==> src/sv/dfr_pkg.sv <==
`default_nettype none

package dfr_pkg;

	// default frame store depth
	localparam int MAX_FRAME_BYTES_DEF = 64;

	// field widths
	localparam int OP_W     = 2;
	localparam int BYTE_W   = 8;
	localparam int STATUS_W = 3;
	localparam int COUNT_W  = 16;
	localparam int RUN_W    = 3;
	localparam int FLEN_W   = 7;
	localparam int PERIOD_W = 32;
	localparam int CFG_IDX_W = 2;
	localparam int CFG_DATA_W = 32;
	localparam int OUT_DATA_W = BYTE_W + 2 * COUNT_W;

	// operation codes
	typedef enum logic [OP_W-1:0] {
		OP_RECEIVE = 2'd0,
		OP_READ    = 2'd1,
		OP_TICK    = 2'd2,
		OP_NONE    = 2'd3
	} op_t;

	// result status codes
	typedef enum logic [STATUS_W-1:0] {
		ST_DELIM    = 3'd0,
		ST_REJECTED = 3'd1,
		ST_STORED   = 3'd2,
		ST_COMPLETE = 3'd3,
		ST_BUSY     = 3'd4,
		ST_BYTE     = 3'd5,
		ST_NO_FRAME = 3'd6
	} status_t;

	// configuration register indexes
	typedef enum logic [CFG_IDX_W-1:0] {
		REG_DELIM_VALUE  = 2'd0,
		REG_DELIM_RUN    = 2'd1,
		REG_FRAME_LENGTH = 2'd2,
		REG_TALLY_PERIOD = 2'd3
	} reg_idx_t;

	// register reset values
	localparam logic [BYTE_W-1:0]   DELIM_VALUE_RST  = 8'd255;
	localparam logic [RUN_W-1:0]    DELIM_RUN_RST    = 3'd3;
	localparam logic [FLEN_W-1:0]   FRAME_LENGTH_RST = 7'd32;
	localparam logic [PERIOD_W-1:0] TALLY_PERIOD_RST = 32'd1000;

	// control sequencer states
	typedef enum logic {
		FSM_IDLE = 1'b0,
		FSM_READ = 1'b1
	} fsm_t;

endpackage

`default_nettype wire

==> src/sv/dfr_ram.sv <==
`default_nettype none

module dfr_ram #(
	parameter int WIDTH = 8,
	parameter int DEPTH = 64,
	localparam int AW = (DEPTH > 1) ? $clog2(DEPTH) : 1
) (
	input  wire logic             clk,
	input  wire logic             we,
	input  wire logic [AW-1:0]    waddr,
	input  wire logic [WIDTH-1:0] wdata,
	input  wire logic             re,
	input  wire logic [AW-1:0]    raddr,
	output logic      [WIDTH-1:0] rdata
);

	logic [WIDTH-1:0] mem_q [DEPTH];

	always_ff @(posedge clk) begin
		if (we) begin
			mem_q[waddr] <= wdata;
		end
		if (re) begin
			rdata <= mem_q[raddr];
		end
	end

endmodule

`default_nettype wire

==> src/sv/delimited_frame_receiver_top.sv <==
`default_nettype none

// channel     dir  handshake                    payload
// s_axis      in   s_axis_tvalid/s_axis_tready  tuser op, tdata rx_byte
// m_axis      out  m_axis_tvalid/m_axis_tready  tuser status, tlast last,
//                                               tdata data_byte/rejected/accepted
// cfg         in   cfg_valid/cfg_ready          cfg_index, cfg_data
//
// receive, tick and empty read words are each taken when the output register is free
// a read of a stored frame streams n words at one word per cycle while m_axis does not
// stall, paced by the frame store read port
// no input word is taken while a frame streams out
// reset clears all control state and counts; no store clearing pass is needed
// a stall on m_axis holds the output register and blocks the next input word

module delimited_frame_receiver_top
	import dfr_pkg::*;
#(
	parameter int MAX_FRAME_BYTES = MAX_FRAME_BYTES_DEF
) (
	input  wire logic                  clk,
	input  wire logic                  arst_n,
	// input stream
	input  wire logic                  s_axis_tvalid,
	output logic                       s_axis_tready,
	input  wire logic [BYTE_W-1:0]     s_axis_tdata,   // [7:0] rx_byte
	input  wire logic [OP_W-1:0]       s_axis_tuser,   // [1:0] op
	// result stream
	output logic                       m_axis_tvalid,
	input  wire logic                  m_axis_tready,
	output logic [OUT_DATA_W-1:0]      m_axis_tdata,   // [7:0] data_byte, [23:8] rejected_bytes,
	                                                   // [39:24] accepted_frames
	output logic [STATUS_W-1:0]        m_axis_tuser,   // [2:0] status
	output logic                       m_axis_tlast,
	// configuration writes
	input  wire logic                  cfg_valid,
	output logic                       cfg_ready,
	input  wire logic [CFG_IDX_W-1:0]  cfg_index,
	input  wire logic [CFG_DATA_W-1:0] cfg_data
);

	// store address and cursor widths follow the frame store depth
	localparam int AW = (MAX_FRAME_BYTES > 1) ? $clog2(MAX_FRAME_BYTES) : 1;
	localparam int CW = $clog2(MAX_FRAME_BYTES + 1);
	localparam logic [8:0] MAX_9 = 9'(MAX_FRAME_BYTES);
	localparam logic [CW-1:0] MAX_CW = CW'(MAX_FRAME_BYTES);

	// configuration registers
	logic [BYTE_W-1:0]   delim_value_q;
	logic [RUN_W-1:0]    delim_run_q;
	logic [FLEN_W-1:0]   frame_length_q;
	logic [PERIOD_W-1:0] tally_period_q;

	// frame state
	logic [RUN_W-1:0]    seen_q;
	logic [CW-1:0]       cursor_q;
	logic                frame_ready_q;

	// tallies
	logic [COUNT_W-1:0]  run_rej_q;
	logic [COUNT_W-1:0]  run_acc_q;
	logic [COUNT_W-1:0]  lat_rej_q;
	logic [COUNT_W-1:0]  lat_acc_q;
	logic [PERIOD_W-1:0] win_ticks_q;

	// read-out sequencer
	fsm_t                state_q, state_d;
	logic [CW-1:0]       rd_ptr_q;
	logic                valid_s1;
	logic                last_s1;

	// output register
	logic                out_valid_q;
	status_t             out_status_q;
	logic [BYTE_W-1:0]   out_data_q;
	logic                out_last_q;

	// frame store port
	logic                ram_we;
	logic                ram_re;
	logic [BYTE_W-1:0]   ram_rdata;

	// combinational controls
	logic                in_fire;
	logic                out_free;
	op_t                 op;
	logic                rd_more;
	logic                consume;
	logic                is_delim;
	logic                hunting;
	logic [8:0]          flen_9;
	logic [CW-1:0]       eff_len;
	logic [CW-1:0]       cursor_inc;
	logic                completes;
	logic [PERIOD_W-1:0] ticks_inc;
	logic                window_end;
	logic                start_read;

	assign cfg_ready = 1'b1;

	assign op        = op_t'(s_axis_tuser);
	assign out_free  = !out_valid_q || m_axis_tready;
	assign in_fire   = s_axis_tvalid && s_axis_tready;
	assign is_delim  = (s_axis_tdata == delim_value_q);
	assign hunting   = (seen_q < delim_run_q);

	// effective frame length: zero acts as one, above the store depth clamps
	assign flen_9 = {2'b00, frame_length_q};
	always_comb begin
		if (frame_length_q == '0) begin
			eff_len = CW'(1);
		end else if (flen_9 > MAX_9) begin
			eff_len = MAX_CW;
		end else begin
			eff_len = CW'(flen_9);
		end
	end

	// cursor stays below the store depth whenever a byte is stored
	assign cursor_inc = cursor_q + CW'(1);
	assign completes  = (cursor_inc >= eff_len);

	// window ticks saturate at all ones
	assign ticks_inc  = (win_ticks_q == '1) ? win_ticks_q : win_ticks_q + PERIOD_W'(1);
	assign window_end = (ticks_inc > tally_period_q);

	assign start_read = in_fire && (op == OP_READ) && frame_ready_q && (cursor_q != '0);

	// next state
	always_comb begin
		state_d = state_q;
		case (state_q)
			FSM_IDLE: begin
				if (start_read) begin
					state_d = FSM_READ;
				end
			end
			FSM_READ: begin
				if (consume && last_s1) begin
					state_d = FSM_IDLE;
				end
			end
			default: begin
				state_d = FSM_IDLE;
			end
		endcase
	end

	// sequencer outputs
	always_comb begin
		s_axis_tready = 1'b0;
		rd_more       = 1'b0;
		consume       = 1'b0;
		ram_re        = 1'b0;
		case (state_q)
			FSM_IDLE: begin
				s_axis_tready = out_free;
			end
			FSM_READ: begin
				rd_more = (rd_ptr_q != cursor_q);
				consume = valid_s1 && out_free;
				ram_re  = rd_more && (!valid_s1 || consume);
			end
			default: begin
				s_axis_tready = 1'b0;
			end
		endcase
	end

	assign ram_we = in_fire && (op == OP_RECEIVE) && !frame_ready_q && !hunting;

	dfr_ram #(
		.WIDTH (BYTE_W),
		.DEPTH (MAX_FRAME_BYTES)
	) u_store (
		.clk   (clk),
		.we    (ram_we),
		.waddr (cursor_q[AW-1:0]),
		.wdata (s_axis_tdata),
		.re    (ram_re),
		.raddr (rd_ptr_q[AW-1:0]),
		.rdata (ram_rdata)
	);

	// configuration registers
	always_ff @(posedge clk or negedge arst_n) begin
		if (!arst_n) begin
			delim_value_q  <= DELIM_VALUE_RST;
			delim_run_q    <= DELIM_RUN_RST;
			frame_length_q <= FRAME_LENGTH_RST;
			tally_period_q <= TALLY_PERIOD_RST;
		end else if (cfg_valid && cfg_ready) begin
			case (reg_idx_t'(cfg_index))
				REG_DELIM_VALUE:  delim_value_q  <= cfg_data[BYTE_W-1:0];
				REG_DELIM_RUN:    delim_run_q    <= cfg_data[RUN_W-1:0];
				REG_FRAME_LENGTH: frame_length_q <= cfg_data[FLEN_W-1:0];
				REG_TALLY_PERIOD: tally_period_q <= cfg_data[PERIOD_W-1:0];
				default: begin
					delim_value_q <= delim_value_q;
				end
			endcase
		end
	end

	// frame state, tallies and sequencer
	always_ff @(posedge clk or negedge arst_n) begin
		if (!arst_n) begin
			state_q       <= FSM_IDLE;
			seen_q        <= '0;
			cursor_q      <= '0;
			frame_ready_q <= 1'b0;
			run_rej_q     <= '0;
			run_acc_q     <= '0;
			lat_rej_q     <= '0;
			lat_acc_q     <= '0;
			win_ticks_q   <= '0;
			rd_ptr_q      <= '0;
			valid_s1      <= 1'b0;
			last_s1       <= 1'b0;
		end else begin
			state_q <= state_d;
			if (in_fire) begin
				case (op)
					OP_RECEIVE: begin
						if (!frame_ready_q) begin
							if (hunting) begin
								if (is_delim) begin
									seen_q <= seen_q + RUN_W'(1);
								end else begin
									seen_q <= '0;
									if (run_rej_q != '1) begin
										run_rej_q <= run_rej_q + COUNT_W'(1);
									end
								end
							end else begin
								cursor_q <= cursor_inc;
								if (completes) begin
									frame_ready_q <= 1'b1;
									if (run_acc_q != '1) begin
										run_acc_q <= run_acc_q + COUNT_W'(1);
									end
								end
							end
						end
					end
					OP_READ: begin
						rd_ptr_q <= '0;
					end
					OP_TICK: begin
						if (window_end) begin
							lat_rej_q   <= run_rej_q;
							lat_acc_q   <= run_acc_q;
							run_rej_q   <= '0;
							run_acc_q   <= '0;
							win_ticks_q <= '0;
						end else begin
							win_ticks_q <= ticks_inc;
						end
					end
					default: begin
						win_ticks_q <= win_ticks_q;
					end
				endcase
			end
			// read-out pipeline: store read, then output register
			if (ram_re) begin
				rd_ptr_q <= rd_ptr_q + CW'(1);
				valid_s1 <= 1'b1;
				last_s1  <= ((rd_ptr_q + CW'(1)) == cursor_q);
			end else if (consume) begin
				valid_s1 <= 1'b0;
			end
			// last byte leaves the store: restart the hunt
			if (consume && last_s1) begin
				seen_q        <= '0;
				cursor_q      <= '0;
				frame_ready_q <= 1'b0;
			end
		end
	end

	// output register valid
	always_ff @(posedge clk or negedge arst_n) begin
		if (!arst_n) begin
			out_valid_q <= 1'b0;
		end else if (consume || (in_fire && (op == OP_RECEIVE)) ||
				(in_fire && (op == OP_READ) && !start_read)) begin
			out_valid_q <= 1'b1;
		end else if (m_axis_tready) begin
			out_valid_q <= 1'b0;
		end
	end

	// output register payload
	always_ff @(posedge clk) begin
		if (consume) begin
			out_status_q <= ST_BYTE;
			out_data_q   <= ram_rdata;
			out_last_q   <= last_s1;
		end else if (in_fire && (op == OP_READ) && !start_read) begin
			out_status_q <= ST_NO_FRAME;
			out_data_q   <= '0;
			out_last_q   <= 1'b1;
		end else if (in_fire && (op == OP_RECEIVE)) begin
			out_data_q <= '0;
			out_last_q <= 1'b1;
			if (frame_ready_q) begin
				out_status_q <= ST_BUSY;
			end else if (hunting) begin
				out_status_q <= is_delim ? ST_DELIM : ST_REJECTED;
			end else begin
				out_status_q <= completes ? ST_COMPLETE : ST_STORED;
			end
		end
	end

	// latched tallies cannot change while a word waits, since ticks stall behind it
	assign m_axis_tvalid = out_valid_q;
	assign m_axis_tuser  = out_status_q;
	assign m_axis_tlast  = out_last_q;
	assign m_axis_tdata  = {lat_acc_q, lat_rej_q, out_data_q};

`ifndef SYNTHESIS
	a_ready_has_bytes: assert property (@(posedge clk) disable iff (!arst_n)
		frame_ready_q |-> (cursor_q != '0))
		else $error("frame ready with empty store");

	a_read_needs_frame: assert property (@(posedge clk) disable iff (!arst_n)
		(state_q == FSM_READ) |-> frame_ready_q)
		else $error("read-out without a ready frame");

	a_s1_only_in_read: assert property (@(posedge clk) disable iff (!arst_n)
		valid_s1 |-> (state_q == FSM_READ))
		else $error("store read pending outside read-out");

	a_ptr_in_frame: assert property (@(posedge clk) disable iff (!arst_n)
		(state_q == FSM_READ) |-> (rd_ptr_q <= cursor_q))
		else $error("read pointer beyond stored bytes");

	a_readout_ends_clear: assert property (@(posedge clk) disable iff (!arst_n)
		(consume && last_s1) |=> (!frame_ready_q && (cursor_q == '0)))
		else $error("frame not cleared after read-out");
`endif

endmodule

`default_nettype wire

==> config.mk <==
export PLATFORM = sky130hd
export DESIGN_NAME = delimited_frame_receiver_top
export DESIGN_NICKNAME = d
export VERILOG_FILES = /design/src/sv/dfr_pkg.sv /design/src/sv/dfr_ram.sv /design/src/sv/delimited_frame_receiver_top.sv
export SDC_FILE = /design/constraint.sdc
export NUM_CORES = 1
export LEC_CHECK = 0
export ABC_AREA = 1
export BUFFER_PORTS_ARGS = -buffer_cell sky130_fd_sc_hd__buf_2
export CORE_UTILIZATION = 32
export CTS_CLUSTER_SIZE = 16
export DETAILED_ROUTE_END_ITERATION = 8
export MAX_ROUTING_LAYER = met4
export PLACE_DENSITY_LB_ADDON = 0.2
export SYNTH_ARGS = -nofsm -noshare
export SYNTH_HDL_FRONTEND = slang
export SYNTH_SLANG_ARGS = --single-unit
==> constraint.sdc <==
create_clock -name clk -period 2.6 [get_ports clk]
set_input_delay 0.52 -clock clk [delete_from_list [all_inputs] [get_ports clk]]
set_output_delay 0.52 -clock clk [all_outputs]
set_load 0.02 [all_outputs]
# == Yosys cells after proc, flatten, opt, wreduce, memory -nomap -nowiden ==
# Memories as Yosys holds them, arrays and structs flattened. A register that Yosys moved wholly into a read port is not among the register bits.
# Cells that the tools add are included.
# totals
n_memories,1
inputBits,49
reg_bits,180
word_cells,160
ram_bits,512
# classes
n_eq_ne,21
n_reduce_logical,47
n_mux,59
n_addsub,6
n_lt_le_gt_ge,4
bitwise,1
# memory_table
name,words,word_bits,read_ports,rd_clocked_by_memory_dff,wr,line_no,rtl
u_store.mem_q,64,8,1,1,1,dfr_ram.sv:17,logic [WIDTH-1:0] mem_q [DEPTH];
# op_table
op,n
$mux 16,9
$mux 7,10
$mux 32,2
$pmux 16 s2,2
$add 16x1->16 const B,2
$add 32x1->32 const B,1
$eq 32x32->1 const B,1
$gt 32x32->1,1
$ne 16x16->1 const B,2
$mux 8,3
$mux 1,22
$mux 3,7
$reduce_bool 2->1,9
$ne 2x2->1 const B,8
$add 7x1->7 const B,2
$reduce_and 2->1,7
$reduce_and 7->1,2
$logic_and 1x1->1,11
$eq 8x8->1,1
$reduce_and 4->1,2
$eq 7x7->1,1
$ge 7x7->1,1
$gt 7x7->1 const B,1
$logic_not 7->1,1
other kinds (16),30

# == Depth between registers and ports, before layout ==
# depth
ltp_word,11
mapped_depth,26

# == Hierarchy ==
# Synthesis repeated with hierarchy kept, for this count alone.
# unflattened
hier_cells,3114
area_unflattened_um2,31700.4
# by_module_without_submodules
mod,area_each_um2,cells_per_inst,instances
dfr_ram,21419.3,1805,1
delimited_frame_receiver_top,10281.1,1309,1

# == Worst setup path before layout ==
# Ideal clock, no wire load.
# synth_timing
path_type,register -> register
start,reg win_ticks_q[0]
end,reg run_rej_q[9]
path_stages_with_launch,25
path_buffers,3
t_arrival_ps,2782
synth_period_minus_slack_ps,2848
setup_slack_ps,-248
required_time_ps,2535
cell_sequence,dfrtp_1 > ha_1 > nand2_1 > inv_1 > nand3_2 > nor3_4 > inv_2 > buf_6 > buf_6 > nand2_2 > ha_1 > nand2_1 > inv_1 > o21ai_0 > nand2_1 > nor2_1 > nand2_1 > nand2_1 > nand2_1 > nand2_2 > nand2_1 > nand2_4 > buf_6 > nand2_1 > nand2_1
# synth_between
elab_chain_len,5
# synth_lines
item,line_no,rtl
from (decl),delimited_frame_receiver_top.sv:64,logic [PERIOD_W-1:0] win_ticks_q;
from (signal assigned),delimited_frame_receiver_top.sv:257,win_ticks_q <= ticks_inc;
from (signal assigned),delimited_frame_receiver_top.sv:261,win_ticks_q <= win_ticks_q;
$add 32x1->32 / $eq 32x32->1 (equally long branches),delimited_frame_receiver_top.sv:124,assign ticks_inc = (win_ticks_q == '1) ? win_ticks_q : win_ticks_q + PERIOD_W'(1);
$mux 32 *,delimited_frame_receiver_top.sv:124,
$gt 32x32->1 *,delimited_frame_receiver_top.sv:125,assign window_end = (ticks_inc > tally_period_q);
$ne 2x2->1 (no line) *,--,
$reduce_and 7->1 (no line) *,--,
to (signal assigned),delimited_frame_receiver_top.sv:232,run_rej_q <= run_rej_q + COUNT_W'(1);
to (decl),delimited_frame_receiver_top.sv:60,logic [COUNT_W-1:0] run_rej_q;
# Mark *: on every way between the ends. The rest lies on a longest branch, timed or not.
# A chain may end at the register's enable or synchronous reset.

# == Worst setup path after layout ==
# layout_timing
start,reg win_ticks_q[18]
end,reg run_rej_q[8]
# Same word-level chain as after synthesis.

==> metrics.md <==
| Metric | Value |
|---|---|
| Outcome | `complete, but fails checks` |
| Failing checks | `negative setup slack` |
| Crit path DAT | `3.82 ns` |
| Seq cells post-synth | `700` |
| Commonest register cell after synthesis | `edfxtp_1` |
| # port buffers | `94` |
| Ys Warns | `0` |
| DP HPWL | `58010 um` |
| Largest net degree at the start of global routing | `73` |
| Register area | `20180 um2` |
| Commonest non-fill, non-tap cell in the layout | `edfxtp_1` |
| Die X-Extent | `312.3 um` |
| Logic pwr share | `0.340` |
| Final Max Tran Viols | `0` |
| CP max-delay cell | `dfrtp_1` |
| Int Power | `23.32 mW` |
| Layout Utilization | `0.4017` |
| Clock slew at reported path FFs | `0.06 ns` |
| TritonCTS buffer count | `79` |
| DR pass1 iterations | `5` |
| Critical path type | `flip-flop to flip-flop` |
| Remaining DRCs | `0` |
| Min Clock Period, post-route | `3.251 ns` |
| Max Cap Viol | `0` |
| Hold Vio Cnt, Final | `0` |
| Final ANT Viol Nets | `0` |
| H-tree levels | `3` |
| Top cells by area, synth | `edfxtp_1, dfrtp_1, o21ai_0, nor2_1, nand2_1` |
| Switching pwr | `13.10 mW` |
| Skew final | `0.02868 ns` |
| Fill cell count | `9181` |
| CP Cell Sequence | `buf_6, nand2_4, nor3_4, buf_6, nand3_4, nor3_4, clkinv_4, buf_6, nand2_4, ha_4, buf_6, a21oi_2, nor2_1, nor2_1, nand3_1, a21oi_2, nand2_2, nand2_4, buf_12, nand2_8, nand2_8, nand2_1, nand2_1` |
| Commonest non-fill, non-tap cells in the layout | `edfxtp_1, nor2_1, nand2_1` |
| Overall power | `36.42 mW` |
| Peak Freq | `307.6 MHz` |
| Crit-path most repeated cell | `buf_6` |
| Seq pwr share | `0.370` |
| GR Util All Layers | `0.1872` |
| Post-synth top area share | `0.5156` |
| Full die area | `97530 um2` |
| Setup_tns | `-56.40 ns` |
| Crit share post-route | `1.250` |
| Top Ports | `96` |
| Synth area leader | `edfxtp_1` |
| Fin cells | `4508` |
| Die height | `312.3 um` |
| Sink Count | `700` |
| Vias in the first global route | `22280` |
| Count of final setup violators | `96` |
| Clk root buf | `clkbuf_16` |
| CTS tree | `done` |
| Synth Instances | `2836` |
| PD cells | `953.0 nW/um2` |
| Starting Density | `0.3238` |
| Distinct cells, synth | `50` |
| GRT overflow | `0` |
| DRC violation total after the first TritonRoute iteration | `1688` |
| Core Area | `95150 um2` |
| Lkg Pwr | `14.75 nW` |
| Critical path startpoint category | `flip-flop` |
| Layout cell share with drive strength beyond 1 | `0.2348` |
| Synth Area per Inst | `10.86 um2` |
| Sw frac | `0.3597` |
| DR vias/cell | `4.991` |
| Slew @ Worst Pin | `0.8968 ns` |
| First-pass GRT wire length | `136300 um` |
| Fraction of registers with async set or reset after synthesis | `0.2400` |
| Setup WS pre-CTS | `-1.272 ns` |
| Worst Hold Class | `input port to flip-flop` |
| EDFF count, synth | `529` |
| Largest stage delay on the critical path | `0.36 ns` |
| CP max FO | `8` |
| Vias after detailed routing | `22500` |
| Std cell rows | `113` |
| Drt wl/cell | `19.79 um` |
| Sequential area share after synthesis | `0.6547` |
| Clock Path Buffers | `3` |
| RSZ-0062 raised after global routing | `yes` |
| Slew HR | `0.4015` |
| CP Data Required Time | `3.17 ns` |
| Clock Latency Late Sink | `0.64 ns` |
| Multi-input gate area | `10150 um2` |
| Synthesis-to-layout area growth | `24.04%` |
| Initial antenna violation count | `7` |
| Crit end category | `flip-flop` |
| Cells after DPL | `4334` |
| Peak VDD IR | `449.1 uV` |
| Routability cong. | `0.9141` |
| Synth Cell Area | `30810 um2` |
| Final WS setup | `-0.6508 ns` |
| Net count, final | `3279` |
| Clock share of power | `0.290` |
| Final WL | `89230 um` |
| Syn nets | `2933` |
area by class of cell:
cell class,instances,share of cell area
tap,1265,0.04141
inverter,158,0.01584
sequential,700,0.5280
clock buffer,108,0.05729
timing repair buffer,407,0.08587
clock inverter,32,0.005925
multi-input combinational,1836,0.2655
antenna,2,0.0001309
worst max-delay path, delay by kind of cell (launching register included):
family / cells / cell delay, ns
AO/OA/AOI/OAI: 2 / 0.28
adder cells (fa/ha/maj): 1 / 0.21
buffers and inverters: 6 / 0.88
flip-flops: 1 / 0.36
AND/OR/NAND/NOR: 14 / 1.44
power by group through the flow:
stage          combinational (mW)  clock [mW]  sequential (mW)
2_1_floorplan                6.63           0             13.6
3_3_place_gp                 11.6           0             13.7
3_5_place_dp                 11.7           0             13.7
4_1_cts                      12.2        10.8             13.5
5_1_grt                      13.6        11.3             13.6
6_report                     12.4        10.6             13.5
worst paths after layout:
path	endpoint	slack, ns	start	depth (start not counted)
max	run_rej_q[8]	-0.65	win_ticks_q[18]	23
min	tally_period_q[13]	0.13	cfg_data[13]	3
max reg2reg	run_rej_q[8]	-0.65	win_ticks_q[18]	23
min reg2reg	m_axis_tuser[0]	0.46	m_axis_tuser[0]	2
max in group asynchronous	tally_period_q[9]	1.18	arst_n	3
min in group asynchronous	win_ticks_q[22]	0.51	arst_n	2
registers in the layout, indices dropped and copies added (netlist names), 3 cells and up:
name	flops
u_store.rdata	8
delim_run_q	3
out_data_q	8
lat_acc_q	16
run_acc_q	16
seen_q	3
tally_period_q	32
cursor_q	7
lat_rej_q	16
run_rej_q	16
u_store.mem_q	512
m_axis_tuser	3
rd_ptr_q	7
delim_value_q	8
win_ticks_q	32
frame_length_q	7
through the flow:
stage | hold slack [ns] | area (um2)
finish | 0.1306 | 38220
global route | 0.1200 | 38220
CTS | 0.08738 | 37890
detailed placement | 0.4482 | 34630
global placement | 0.4505 | 34630
floorplan | 0.2244 | 30920
synth_stat cells, types with 48 or more instances:
library cell  count
inv_1           146
a21oi_1          56
o21ai_0         354
dfrtp_1         151
nand2_1         430
clkbuf_1         81
o22ai_1          80
edfxtp_1        529
nand3_1         127
nor2_1          441
ha_1             48
nand4_1          52
logic make-up (layout without fill, tap and decap cells):
family / Yosys count / after routing / share of synthesized area
compound gates: 576 / 576 / 0.1055
xor+xnor: 59 / 59 / 0.01677
fa+ha+maj: 48 / 48 / 0.01949
buf+inv: 303 / 705 / 0.04236
flops: 700 / 700 / 0.6547
other cells: 1 / 3 / 0.0001217
simple gates: 1149 / 1152 / 0.1611
routing by layer:
layer	global-route usage	vias to the layer above	routed length [um]
li1	-	10690	-
met1	0.2404	11140	38970
met2	0.3072	524	44210
met3	0.02687	140	3997
met4	0.05336	0	2050
met5	-	-	0
timing repair:
| item | 4_1_cts | 5_1_grt |
|---|---|---|
| gates cloned | 6 | 2 |
| gates resized for setup | 168 | 74 |
| endpoints found under the hold margin | 67 | 0 |
| pin swaps | 38 | 15 |
| hold buffers | 1 | 0 |
| setup buffers | 23 | 2 |
| endpoints found under the setup margin | 96 | 100 |
No activity file was read; power rests on OpenSTA's default activity.
